[src/hw/rtl/bsscb_pkg.sv]
// ----------------------------------------------------------------------------
// bsscb_pkg
// Shared constants, command codes and lane status type for the bit-sliced
// saturating counter bank.
// ----------------------------------------------------------------------------
package bsscb_pkg;

  localparam int TAG_BITS = 32;   // counters in the bank, 1 to 64
  localparam int PLANES   = 8;    // bits per counter, 1 to 16

  localparam int MASK_W   = 32;   // width of bit_mask and nonzero_mask
  localparam int CMD_W    = 2;
  localparam int PLANE_W  = 3;    // width of weight_plane

  typedef enum logic [CMD_W-1:0] {
    CMD_CLEAR = 2'd0,
    CMD_ADD   = 2'd1,
    CMD_DEC   = 2'd2,
    CMD_QUERY = 2'd3
  } cmd_t;

  // Status of one counter after the update.
  typedef struct packed {
    logic nonzero;
    logic multi;
  } lane_flags_t;

endpackage

[src/hw/rtl/bsscb_if.sv]
// ----------------------------------------------------------------------------
// bsscb_cmd_if / bsscb_res_if
// Valid/ready channels for commands into and results out of the bank.
// ----------------------------------------------------------------------------
interface bsscb_cmd_if;
  logic                            valid;
  logic                            ready;
  logic [bsscb_pkg::CMD_W-1:0]     command;
  logic [bsscb_pkg::MASK_W-1:0]    bit_mask;
  logic [bsscb_pkg::PLANE_W-1:0]   weight_plane;

  modport source (output valid, command, bit_mask, weight_plane, input ready);
  modport sink   (input valid, command, bit_mask, weight_plane, output ready);
endinterface

interface bsscb_res_if;
  logic                            valid;
  logic                            ready;
  logic [bsscb_pkg::MASK_W-1:0]    nonzero_mask;
  logic                            mask_hit;
  logic                            mask_multi_hit;
  logic                            any_multi;

  modport source (output valid, nonzero_mask, mask_hit, mask_multi_hit, any_multi,
                  input ready);
  modport sink   (input valid, nonzero_mask, mask_hit, mask_multi_hit, any_multi,
                  output ready);
endinterface

[src/hw/rtl/bsscb_lane.sv]
// ----------------------------------------------------------------------------
// bsscb_lane
// One saturating counter of the bank: holds its plane bits and applies
// clear, weighted add and decrement.
// ----------------------------------------------------------------------------
module bsscb_lane (
  input  logic                          clk,
  input  logic                          rst,
  input  logic                          en,
  input  bsscb_pkg::cmd_t               cmd,
  input  logic                          sel,
  input  logic [bsscb_pkg::PLANE_W-1:0] plane,
  output bsscb_pkg::lane_flags_t        flags
);

  logic [bsscb_pkg::PLANES-1:0] count;
  logic [bsscb_pkg::PLANES-1:0] count_next;
  logic [bsscb_pkg::PLANES:0]   inc;
  logic [bsscb_pkg::PLANES:0]   sum;
  logic                         over;

  always_comb begin
    over = (int'(plane) >= bsscb_pkg::PLANES);
    inc  = '0;
    if (!over) begin
      inc = (bsscb_pkg::PLANES + 1)'(1) << plane;
    end
    sum = {1'b0, count} + inc;

    count_next = count;
    if (en) begin
      case (cmd)
        bsscb_pkg::CMD_CLEAR: count_next = '0;
        bsscb_pkg::CMD_ADD: begin
          if (sel) begin
            // saturate on carry out of the top plane
            if (over || sum[bsscb_pkg::PLANES]) begin
              count_next = '1;
            end else begin
              count_next = sum[bsscb_pkg::PLANES-1:0];
            end
          end
        end
        bsscb_pkg::CMD_DEC: begin
          if (sel && (count != '0)) begin
            count_next = count - bsscb_pkg::PLANES'(1);
          end
        end
        bsscb_pkg::CMD_QUERY: count_next = count;
        default:              count_next = count;
      endcase
    end
  end

  always_ff @(posedge clk) begin
    if (rst) begin
      count <= '0;
    end else begin
      count <= count_next;
    end
  end

  assign flags.nonzero = (count_next != '0);
  assign flags.multi   = ({1'b0, count_next} >= (bsscb_pkg::PLANES + 1)'(2));

endmodule

[src/hw/rtl/bsscb_merge.sv]
// ----------------------------------------------------------------------------
// bsscb_merge
// Combines the lane flags into one result and holds it in the output
// register until the transfer.
// ----------------------------------------------------------------------------
module bsscb_merge (
  input  logic                           clk,
  input  logic                           rst,
  input  logic                           take,
  input  bsscb_pkg::lane_flags_t         flags [bsscb_pkg::TAG_BITS],
  input  logic [bsscb_pkg::TAG_BITS-1:0] sel,
  bsscb_res_if.source                    res_ch
);

  logic [bsscb_pkg::TAG_BITS-1:0] nz_vec;
  logic [bsscb_pkg::TAG_BITS-1:0] multi_vec;
  logic [bsscb_pkg::MASK_W-1:0]   nz_mask;
  logic                           hit;
  logic                           multi_hit;
  logic                           any_m;

  logic                           valid;
  logic [bsscb_pkg::MASK_W-1:0]   nonzero_mask;
  logic                           mask_hit;
  logic                           mask_multi_hit;
  logic                           any_multi;

  for (genvar i = 0; i < bsscb_pkg::TAG_BITS; i++) begin : g_vec
    assign nz_vec[i]    = flags[i].nonzero;
    assign multi_vec[i] = flags[i].multi;
  end

  for (genvar i = 0; i < bsscb_pkg::MASK_W; i++) begin : g_mask
    if (i < bsscb_pkg::TAG_BITS) begin : g_in
      assign nz_mask[i] = nz_vec[i];
    end else begin : g_out
      assign nz_mask[i] = 1'b0;
    end
  end

  assign hit       = |(nz_vec & sel);
  assign multi_hit = |(multi_vec & sel);
  assign any_m     = |multi_vec;

  always_ff @(posedge clk) begin
    if (rst) begin
      valid <= 1'b0;
    end else if (take) begin
      valid <= 1'b1;
    end else if (res_ch.ready) begin
      valid <= 1'b0;
    end
  end

  always_ff @(posedge clk) begin
    if (take) begin
      nonzero_mask   <= nz_mask;
      mask_hit       <= hit;
      mask_multi_hit <= multi_hit;
      any_multi      <= any_m;
    end
  end

  assign res_ch.valid          = valid;
  assign res_ch.nonzero_mask   = nonzero_mask;
  assign res_ch.mask_hit       = mask_hit;
  assign res_ch.mask_multi_hit = mask_multi_hit;
  assign res_ch.any_multi      = any_multi;

endmodule

[src/hw/rtl/bit_sliced_saturating_counter_bank_core.sv]
// ----------------------------------------------------------------------------
// bit_sliced_saturating_counter_bank_core
// Bank of saturating counters, one lane per tag bit, with a merge stage
// that reports nonzero and multi-count status after each command.
// ----------------------------------------------------------------------------
// The result is valid in the cycle after the command transfer.
// Throughput: one command per cycle; every lane updates its counter in the
//   accept cycle and the merged status goes straight to the output register.
// A command is taken while the previous result waits only if the sink is ready.
// Reset: all counters zero, output register empty.
module bit_sliced_saturating_counter_bank_core (
  input  logic        clk,
  input  logic        rst,
  bsscb_cmd_if.sink   cmd_ch,
  bsscb_res_if.source res_ch
);

  logic                           take;
  logic [bsscb_pkg::TAG_BITS-1:0] sel;
  bsscb_pkg::lane_flags_t         flags [bsscb_pkg::TAG_BITS];
  bsscb_pkg::cmd_t                cmd;

  assign cmd_ch.ready = !res_ch.valid || res_ch.ready;
  assign take         = cmd_ch.valid && cmd_ch.ready;
  assign cmd          = bsscb_pkg::cmd_t'(cmd_ch.command);

  // mask bits beyond the bank are dropped, lanes beyond the mask see zero
  for (genvar i = 0; i < bsscb_pkg::TAG_BITS; i++) begin : g_lane
    if (i < bsscb_pkg::MASK_W) begin : g_sel
      assign sel[i] = cmd_ch.bit_mask[i];
    end else begin : g_nosel
      assign sel[i] = 1'b0;
    end

    bsscb_lane u_lane (
      .clk   (clk),
      .rst   (rst),
      .en    (take),
      .cmd   (cmd),
      .sel   (sel[i]),
      .plane (cmd_ch.weight_plane),
      .flags (flags[i])
    );
  end

  bsscb_merge u_merge (
    .clk    (clk),
    .rst    (rst),
    .take   (take),
    .flags  (flags),
    .sel    (sel),
    .res_ch (res_ch)
  );

  a_result_follows: assert property (@(posedge clk) disable iff (rst)
    take |=> res_ch.valid)
    else $error("result missing after command transfer");

  a_clear_empties: assert property (@(posedge clk) disable iff (rst)
    (take && (cmd == bsscb_pkg::CMD_CLEAR)) |=>
      (res_ch.nonzero_mask == '0) && !res_ch.any_multi && !res_ch.mask_hit)
    else $error("bank not empty after clear");

  a_multi_implies_hit: assert property (@(posedge clk) disable iff (rst)
    (res_ch.valid && res_ch.mask_multi_hit) |-> (res_ch.mask_hit && res_ch.any_multi))
    else $error("masked multi-count without hit or global multi");

  a_stall_holds: assert property (@(posedge clk) disable iff (rst)
    (res_ch.valid && !res_ch.ready) |-> !take)
    else $error("command taken while output register is blocked");

endmodule

[src/flat_wrapper.sv]
// flat-port wrapper written by rule: the top's interface ports become plain ports
module bit_sliced_saturating_counter_bank_core_flat 
  (clk, rst, cmd_ch_valid, cmd_ch_command, cmd_ch_bit_mask, cmd_ch_weight_plane, cmd_ch_ready, res_ch_valid, res_ch_nonzero_mask, res_ch_mask_hit, res_ch_mask_multi_hit, res_ch_any_multi, res_ch_ready);
  bsscb_cmd_if cmd_ch_i ();
  bsscb_res_if res_ch_i ();
  input  logic clk;
  input  logic rst;
  input wire logic [$bits(cmd_ch_i.valid)-1:0] cmd_ch_valid;
  input wire logic [$bits(cmd_ch_i.command)-1:0] cmd_ch_command;
  input wire logic [$bits(cmd_ch_i.bit_mask)-1:0] cmd_ch_bit_mask;
  input wire logic [$bits(cmd_ch_i.weight_plane)-1:0] cmd_ch_weight_plane;
  output wire logic [$bits(cmd_ch_i.ready)-1:0] cmd_ch_ready;
  output wire logic [$bits(res_ch_i.valid)-1:0] res_ch_valid;
  output wire logic [$bits(res_ch_i.nonzero_mask)-1:0] res_ch_nonzero_mask;
  output wire logic [$bits(res_ch_i.mask_hit)-1:0] res_ch_mask_hit;
  output wire logic [$bits(res_ch_i.mask_multi_hit)-1:0] res_ch_mask_multi_hit;
  output wire logic [$bits(res_ch_i.any_multi)-1:0] res_ch_any_multi;
  input wire logic [$bits(res_ch_i.ready)-1:0] res_ch_ready;
  assign cmd_ch_i.valid = cmd_ch_valid;
  assign cmd_ch_i.command = cmd_ch_command;
  assign cmd_ch_i.bit_mask = cmd_ch_bit_mask;
  assign cmd_ch_i.weight_plane = cmd_ch_weight_plane;
  assign cmd_ch_ready = cmd_ch_i.ready;
  assign res_ch_valid = res_ch_i.valid;
  assign res_ch_nonzero_mask = res_ch_i.nonzero_mask;
  assign res_ch_mask_hit = res_ch_i.mask_hit;
  assign res_ch_mask_multi_hit = res_ch_i.mask_multi_hit;
  assign res_ch_any_multi = res_ch_i.any_multi;
  assign res_ch_i.ready = res_ch_ready;
  bit_sliced_saturating_counter_bank_core u_core (.clk(clk), .rst(rst), .cmd_ch(cmd_ch_i), .res_ch(res_ch_i));
endmodule
[config.mk]
export PLATFORM = sky130hd
export DESIGN_NAME = bit_sliced_saturating_counter_bank_core_flat
export DESIGN_NICKNAME = d
export VERILOG_FILES = /design/src/hw/rtl/bsscb_pkg.sv /design/src/hw/rtl/bsscb_if.sv /design/src/hw/rtl/bsscb_lane.sv /design/src/hw/rtl/bsscb_merge.sv /design/src/hw/rtl/bit_sliced_saturating_counter_bank_core.sv /design/src/flat_wrapper.sv
export SDC_FILE = /design/constraint.sdc
export NUM_CORES = 2
export LEC_CHECK = 0
export ABC_AREA = 0
export BUFFER_PORTS_ARGS = -buffer_cell sky130_fd_sc_hd__buf_2
export CORE_MARGIN = 3
export CORE_UTILIZATION = 36
export DETAILED_ROUTE_END_ITERATION = 7
export PLACE_DENSITY = 0.57
export SYNTH_ARGS = -nofsm -noshare
export SYNTH_HDL_FRONTEND = slang
export SYNTH_SLANG_ARGS = --single-unit
[constraint.sdc]
create_clock -name clk -period 9.9 [get_ports clk]
set_input_delay 1.98 -clock clk [delete_from_list [all_inputs] [get_ports clk]]
set_output_delay 1.98 -clock clk [all_outputs]
set_load 0.005 [all_outputs]
# Word-level counts from Yosys, hierarchy flattened
# Cells that the tools add are included.
totals:
  regBits: 292
classes:
  shifts: 1
  n_mux: 162
  addsub: 64
  n_eq_ne: 3
  n_reduce_logical: 104
  bitwise: 2
  order_cmp: 32
op_table:
  columns: ["op", "n"]
  rows:
  - ["8-bit two-way mux", 128]
  - ["8-bit one-hot mux with 4 select lines", 32]
  - ["8-bit nonzero test", 64]
  - ["8-bit by 9-bit adder with 9-bit output", 32]
  - ["8-bit by 2-bit greater-or-equal comparator with 1-bit output (second input constant)", 32]
  - ["8-bit by 1-bit subtractor with 8-bit output (second input constant)", 32]
  - ["32-bit OR reduction", 3]
  - ["32-bit bitwise AND", 2]
  - ["1-bit logical AND", 33]
  - ["1-bit by 3-bit left shift with 9-bit output (first input constant)", 1]
  - ["2-bit equality test (second input constant)", 2]
  - ["2-bit by 1-bit equality test with 1-bit output (second input constant)", 1]
  - ["2-bit logical NOT", 1]
  - ["1-bit two-way mux", 2]
  - ["2-bit nonzero test", 1]
  - ["1-bit logical NOT", 1]
  - ["1-bit logical OR", 1]

# Longest topological paths before layout
logic_depth:
  word_depth: 9
  depth_mapped: 24
  ltp_nobuf: 15

# Hierarchy
# Synthesis repeated with hierarchy kept, for this count alone.
unflattened:
  hier_cells: 4691
  area_unflattened_um2: 36447.5
modules_own_cells:
  columns: ["mod", "cells_each", "area_each_um2", "seq_area_each_um2", "n_inst"]
  rows:
  - ["bsscb_lane (u_core.g_lane[11].u_lane ...)", 142, 1084.8, 160.2, 20]
  - ["bsscb_lane (u_core.g_lane[5].u_lane ...)", 146, 1104.8, 160.2, 4]
  - ["bsscb_lane (u_core.g_lane[10].u_lane ...)", 145, 1089.8, 160.2, 3]
  - ["bsscb_lane (u_core.g_lane[31].u_lane ...)", 140, 1078.5, 160.2, 3]
  - ["bsscb_merge", 92, 1467.7, 1071.0, 1]
  - ["bsscb_lane (u_core.g_lane[0].u_lane)", 161, 1192.4, 160.2, 1]
  - ["bsscb_lane (u_core.g_lane[9].u_lane)", 157, 1144.8, 160.2, 1]
  - ["bit_sliced_saturating_counter_bank_core", 2, 22.5, 0.0, 1]

# Worst setup path after synthesis
# Ideal clock, no wire load.
synth_timing:
  path_type: "input -> register"
  start: "in cmd_ch_weight_plane[1]"
  end: "reg u_core.u_merge.mask_multi_hit, in the netlist u_core.u_merge.res_ch.mask_multi_hit (data pin)"
  stages: 23
  arrival_time_ns: 8.866
  n_path_buf: 8
  path_slack_ns: 0.762
  cell_sequence: "buf_4 buf_6 buf_4 buf_4 buf_2 buf_2 clkbuf_1 buf_2 nor3_1 ha_1 ha_1 mux2_4 a32oi_2 a211oi_2 o211ai_1 a31oi_2 nand3_1 or4b_1 or3b_1 a22oi_1 o21ai_1 or4_1 or4_1"
synth_between:
  elab_chain_cells: 9
synth_rtl:
  columns: ["element", "line", "text"]
  rows:
  - ["start: declaration", "flat_wrapper.sv:11", "input wire logic [$bits(cmd_ch_i.weight_plane)-1:0] cmd_ch_weight_plane;"]
  - ["1-bit by 3-bit left shift with 9-bit output (*)", "bsscb_lane.sv:26", "inc = (bsscb_pkg::PLANES + 1)'(1) << plane;"]
  - ["8-bit by 9-bit adder with 9-bit output", "bsscb_lane.sv:28", "sum = {1'b0, count} + inc;"]
  - ["8-bit two-way mux", "bsscb_lane.sv:37", "if (over || sum[bsscb_pkg::PLANES]) begin"]
  - ["8-bit two-way mux", "bsscb_lane.sv:35", "if (sel) begin"]
  - ["8-bit one-hot mux with 4 select lines", "bsscb_lane.sv:32", "case (cmd)"]
  - ["8-bit two-way mux", "bsscb_lane.sv:31", "if (en) begin"]
  - ["8-bit by 2-bit greater-or-equal comparator with 1-bit output", "bsscb_lane.sv:64", "assign flags.multi = ({1'b0, count_next} >= (bsscb_pkg::PLANES + 1)'(2));"]
  - ["32-bit bitwise AND (*)", "bsscb_merge.sv:42", "assign multi_hit = |(multi_vec & sel);"]
  - ["32-bit OR reduction (*)", "bsscb_merge.sv:42", null]
  - ["net u_core.u_merge.multi_hit", "bsscb_merge.sv:19", "logic multi_hit;"]
  - ["end signal: assignment", "bsscb_merge.sv:59", "mask_multi_hit <= multi_hit;"]
  - ["end: declaration", "bsscb_merge.sv:25", "logic mask_multi_hit;"]
# The timed path passes the listed nets; every way through them passes the cells marked *.
# A chain may end at the register's enable or synchronous reset.

==> metrics.txt <==
post-layout min period=~8.3 ns; CP max FO=44; post-synth net total=approximately 5700; worst hold path type=reg2reg; initial core utilization=a little over a third; # fillers=10900; Final GP Congestion=roughly 0.95; crit path DAT=8.63 ns; Main synth FF type=dfxtp_1; worst-margin pin slew=~1.4 ns; I/O pins=roughly 80; Slew Limit Fails=0; Worst-path clk slew=about 0.06 ns; first-pass GRT wire length=between 200 and 250 mm; Total GRT Usage=between 20% and 30%; Req. time, crit path=10.23 ns; Setup crit end kind=flip-flop; PortBufs=just under 80; area taken by multi-input logic gates=between 20000 and 30000 µm²; postcts setup bufs=0; area grow syn2layout=6.57%; Slew headroom=7.43%; total die area=~110000 µm²; fraction of layout cells with a size suffix above 1=around 7%; TNS Setup=0 ns; Post-DRT Antenna Nets=0; status=complete, no violations; Power Total=around 4.8 mW; vias in the first global route=roughly 40000; Max Cap Viol=0; Leak=approximately 15 nW; synthesized area per cell=6.99 µm²; largest net degree at the start of global routing=between 80 and 90; asr flop ratio synth=0%; first-pass iteration count of the detailed router=7; YS warnings=0; Post-route DRC=0; dpl hpwl=108 mm; WL final=163 mm; Die Height=332 µm; Final Hold Fails=0; utilization after layout=about two fifths; synthesized netlist cell count=roughly 5500; clock sink count=about 290; post-DR wirelength/cell=~25 µm; Num CTS Buffers=43; Avg Vias per Cell=between 6 and 7; Peak VDD IR=around 0.00011 V; total grt overflow=0; synthesis-stage register bit count=approximately 290; core area=around 100000 µm²; Worst Skew=~0.033 ns; Startpoint Class=primary input; initial antenna violation count=14; Tcrit/Tclk final=a little over four fifths; post_cts resized=0; nets=about 5500; CTS root buffer=clkbuf_16; die span in x=approximately 330 µm; CTS H-tree depth=2; TritonCTS clock tree=yes; CTS max path bufs=3; Setup Crit Path Kind=in2reg; FMAX=approximately 0.12 GHz; Post-CTS Hold Buffers=0; Synth cell types=between 100 and 150; post-synthesis sequential area ratio=16.2%; Mapped Area=approximately 38000 µm²; RSZ-0062 raised after global routing=false; pre-CTS WS=1.17 ns; Clk Latency, worst-skew pair=between 0.6 and 0.7 ns; setup ws final=roughly 1.6 ns; PwrDens=118 nW/µm²; register area=6200 µm²; Final setup viols=0; DRC marker count from the first detailed-route iteration=5796; Cell Rows=~120; Post-synth EDFFs=35; vias post-DR=43900
==> registers in the layout (all words and copies together) (netlist names) <==
register / cells
u_core.g_lane.u_lane.count: 256
u_core.u_merge.res_ch.any_multi: 1
u_core.u_merge.res_ch.mask_hit: 1
u_core.u_merge.res_ch.mask_multi_hit: 1
u_core.u_merge.res_ch.nonzero_mask: 32
u_core.u_merge.res_ch.valid: 1
==> final timing paths <==
| kind | from | end | slack [ns] | cells after the start |
|---|---|---|---|---|
| worst max-delay path | cmd_ch_weight_plane[2] | u_core.u_merge.res_ch.mask_hit | 1.61 | 18 |
| worst max register to register | u_core.u_merge.res_ch.valid | u_core.u_merge.res_ch.any_multi | 3.80 | 12 |
| worst min-delay path | u_core.g_lane[28].u_lane.count[6] | u_core.g_lane[28].u_lane.count[6] | 0.63 | 2 |
| worst min register to register | u_core.g_lane[28].u_lane.count[6] | u_core.g_lane[28].u_lane.count[6] | 0.63 | 2 |
==> layout by cell type, fill, tap and decap left out, types with 53 or more instances in the layout <==
cell type  Yosys  routed
or3_1         64      64
inv_1        179     177
xnor2_1      131     131
dfxtp_1      257     257
and3_1        56      56
nor3_1       188     184
and2_1       101     101
buf_4         15      75
nand2b_1      98      94
a211oi_1      86      86
o21ai_1       58      58
o22ai_1       57      57
ha_1         224     224
buf_2         62      71
o21ai_0      305     305
a31oi_1       88      88
o221ai_1      72      72
nand2_1      404     403
a21oi_1      381     381
nor2_1       589     585
mux2i_1       81      81
nor4_1        74      74
a22oi_1       72      72
nor2b_1       57      53
a21o_1        68      68
o211ai_1      89      89
nand4_1       65      65
nand3_1      182     180
==> cells in the mapped netlist, drive strengths merged, types with 53 or more instances <==
| library cell | count | area share (%) |
|---|---|---|
| nor2b | 57 | 0.93 |
| nand2b | 98 | 1.6 |
| o211ai | 89 | 1.8 |
| nor3 | 188 | 2.5 |
| or3 | 64 | 1.0 |
| nand3 | 182 | 2.4 |
| nand4 | 65 | 1.1 |
| a21o | 68 | 1.3 |
| xnor2 | 131 | 3.0 |
| dfxtp | 257 | 13 |
| o221ai | 72 | 1.7 |
| inv | 184 | 1.8 |
| and2 | 102 | 1.7 |
| a31oi | 90 | 1.5 |
| buf | 126 | 1.7 |
| a221oi | 53 | 1.2 |
| a21oi | 381 | 5.0 |
| clkbuf | 342 | 3.4 |
| a211oi | 88 | 1.8 |
| o21ai | 363 | 4.8 |
| a22oi | 72 | 1.4 |
| nand2 | 404 | 4.0 |
| and3 | 56 | 0.92 |
| nor4 | 75 | 1.2 |
| o22ai | 57 | 0.93 |
| nor2 | 589 | 5.8 |
| mux2i | 81 | 2.1 |
| ha | 224 | 7.3 |
==> per-layer routing <==
metal | share of wire (%) | vias up | global-route usage (%)
li1 | - | 20200 | -
met2 | 43 | 2313 | 43.4
met4 | 5.7 | 8 | 15.4
met3 | 9.2 | 493 | 5.24
met1 | 42 | 20900 | 36.4
met5 | 0.034 | - | 0
==> critical path: stages <==
cell       delay [ns]
buf_4            0.51
inv_2            0.32
buf_4            0.38
nor2_4           0.55
buf_4            0.42
ha_1             0.36
a21o_1           0.19
nand2_1          0.07
nand3b_1         0.19
or2_1            0.33
o41a_1           0.42
nor4_1           0.28
nand4_1          0.47
or2_2            0.48
a22o_1           0.20
or4b_1           0.64
a2111oi_0        0.66
nand4bb_1        0.15
==> cell families after synthesis <==
kind of cell	after synthesis	synth area share, %
AOI/OAI and AO/OA	1838	33.2
xor gates and xnor gates	169	3.88
adders and majority gates	232	7.56
buffers and inverters	653	6.87
DFF	292	16.2
muxes	115	3.14
and+or+nand+nor	2158	29.1
==> layout make-up <==
cell class,instances,area share (%)
multi-input combinational,4512,72.4
sequential,292,15.2
tap,1380,4.25
clock buffer,54,2.80
timing repair buffer,157,2.75
inverter,185,1.74
clock inverter,26,0.742
antenna,7,0.0431
==> power breakdown <==
part	internal (mW)	switching (mW)	total, mW
Sequential	1.29	0.160	1.45
Clock	0.974	0.704	1.68
Combinational	0.559	1.10	1.66
Total	2.83	1.96	4.79
==> per-stage QoR <==
step	instances	hold WS [ns]	cell area, µm²
global route	6606	0.655	40600
global placement	6526	0.602	39200
CTS	6606	0.623	40600
finish	6613	0.635	40700
detailed placement	6526	0.598	39200
floorplan	5457	0.534	38200
Power figures use the tool's default switching activity.
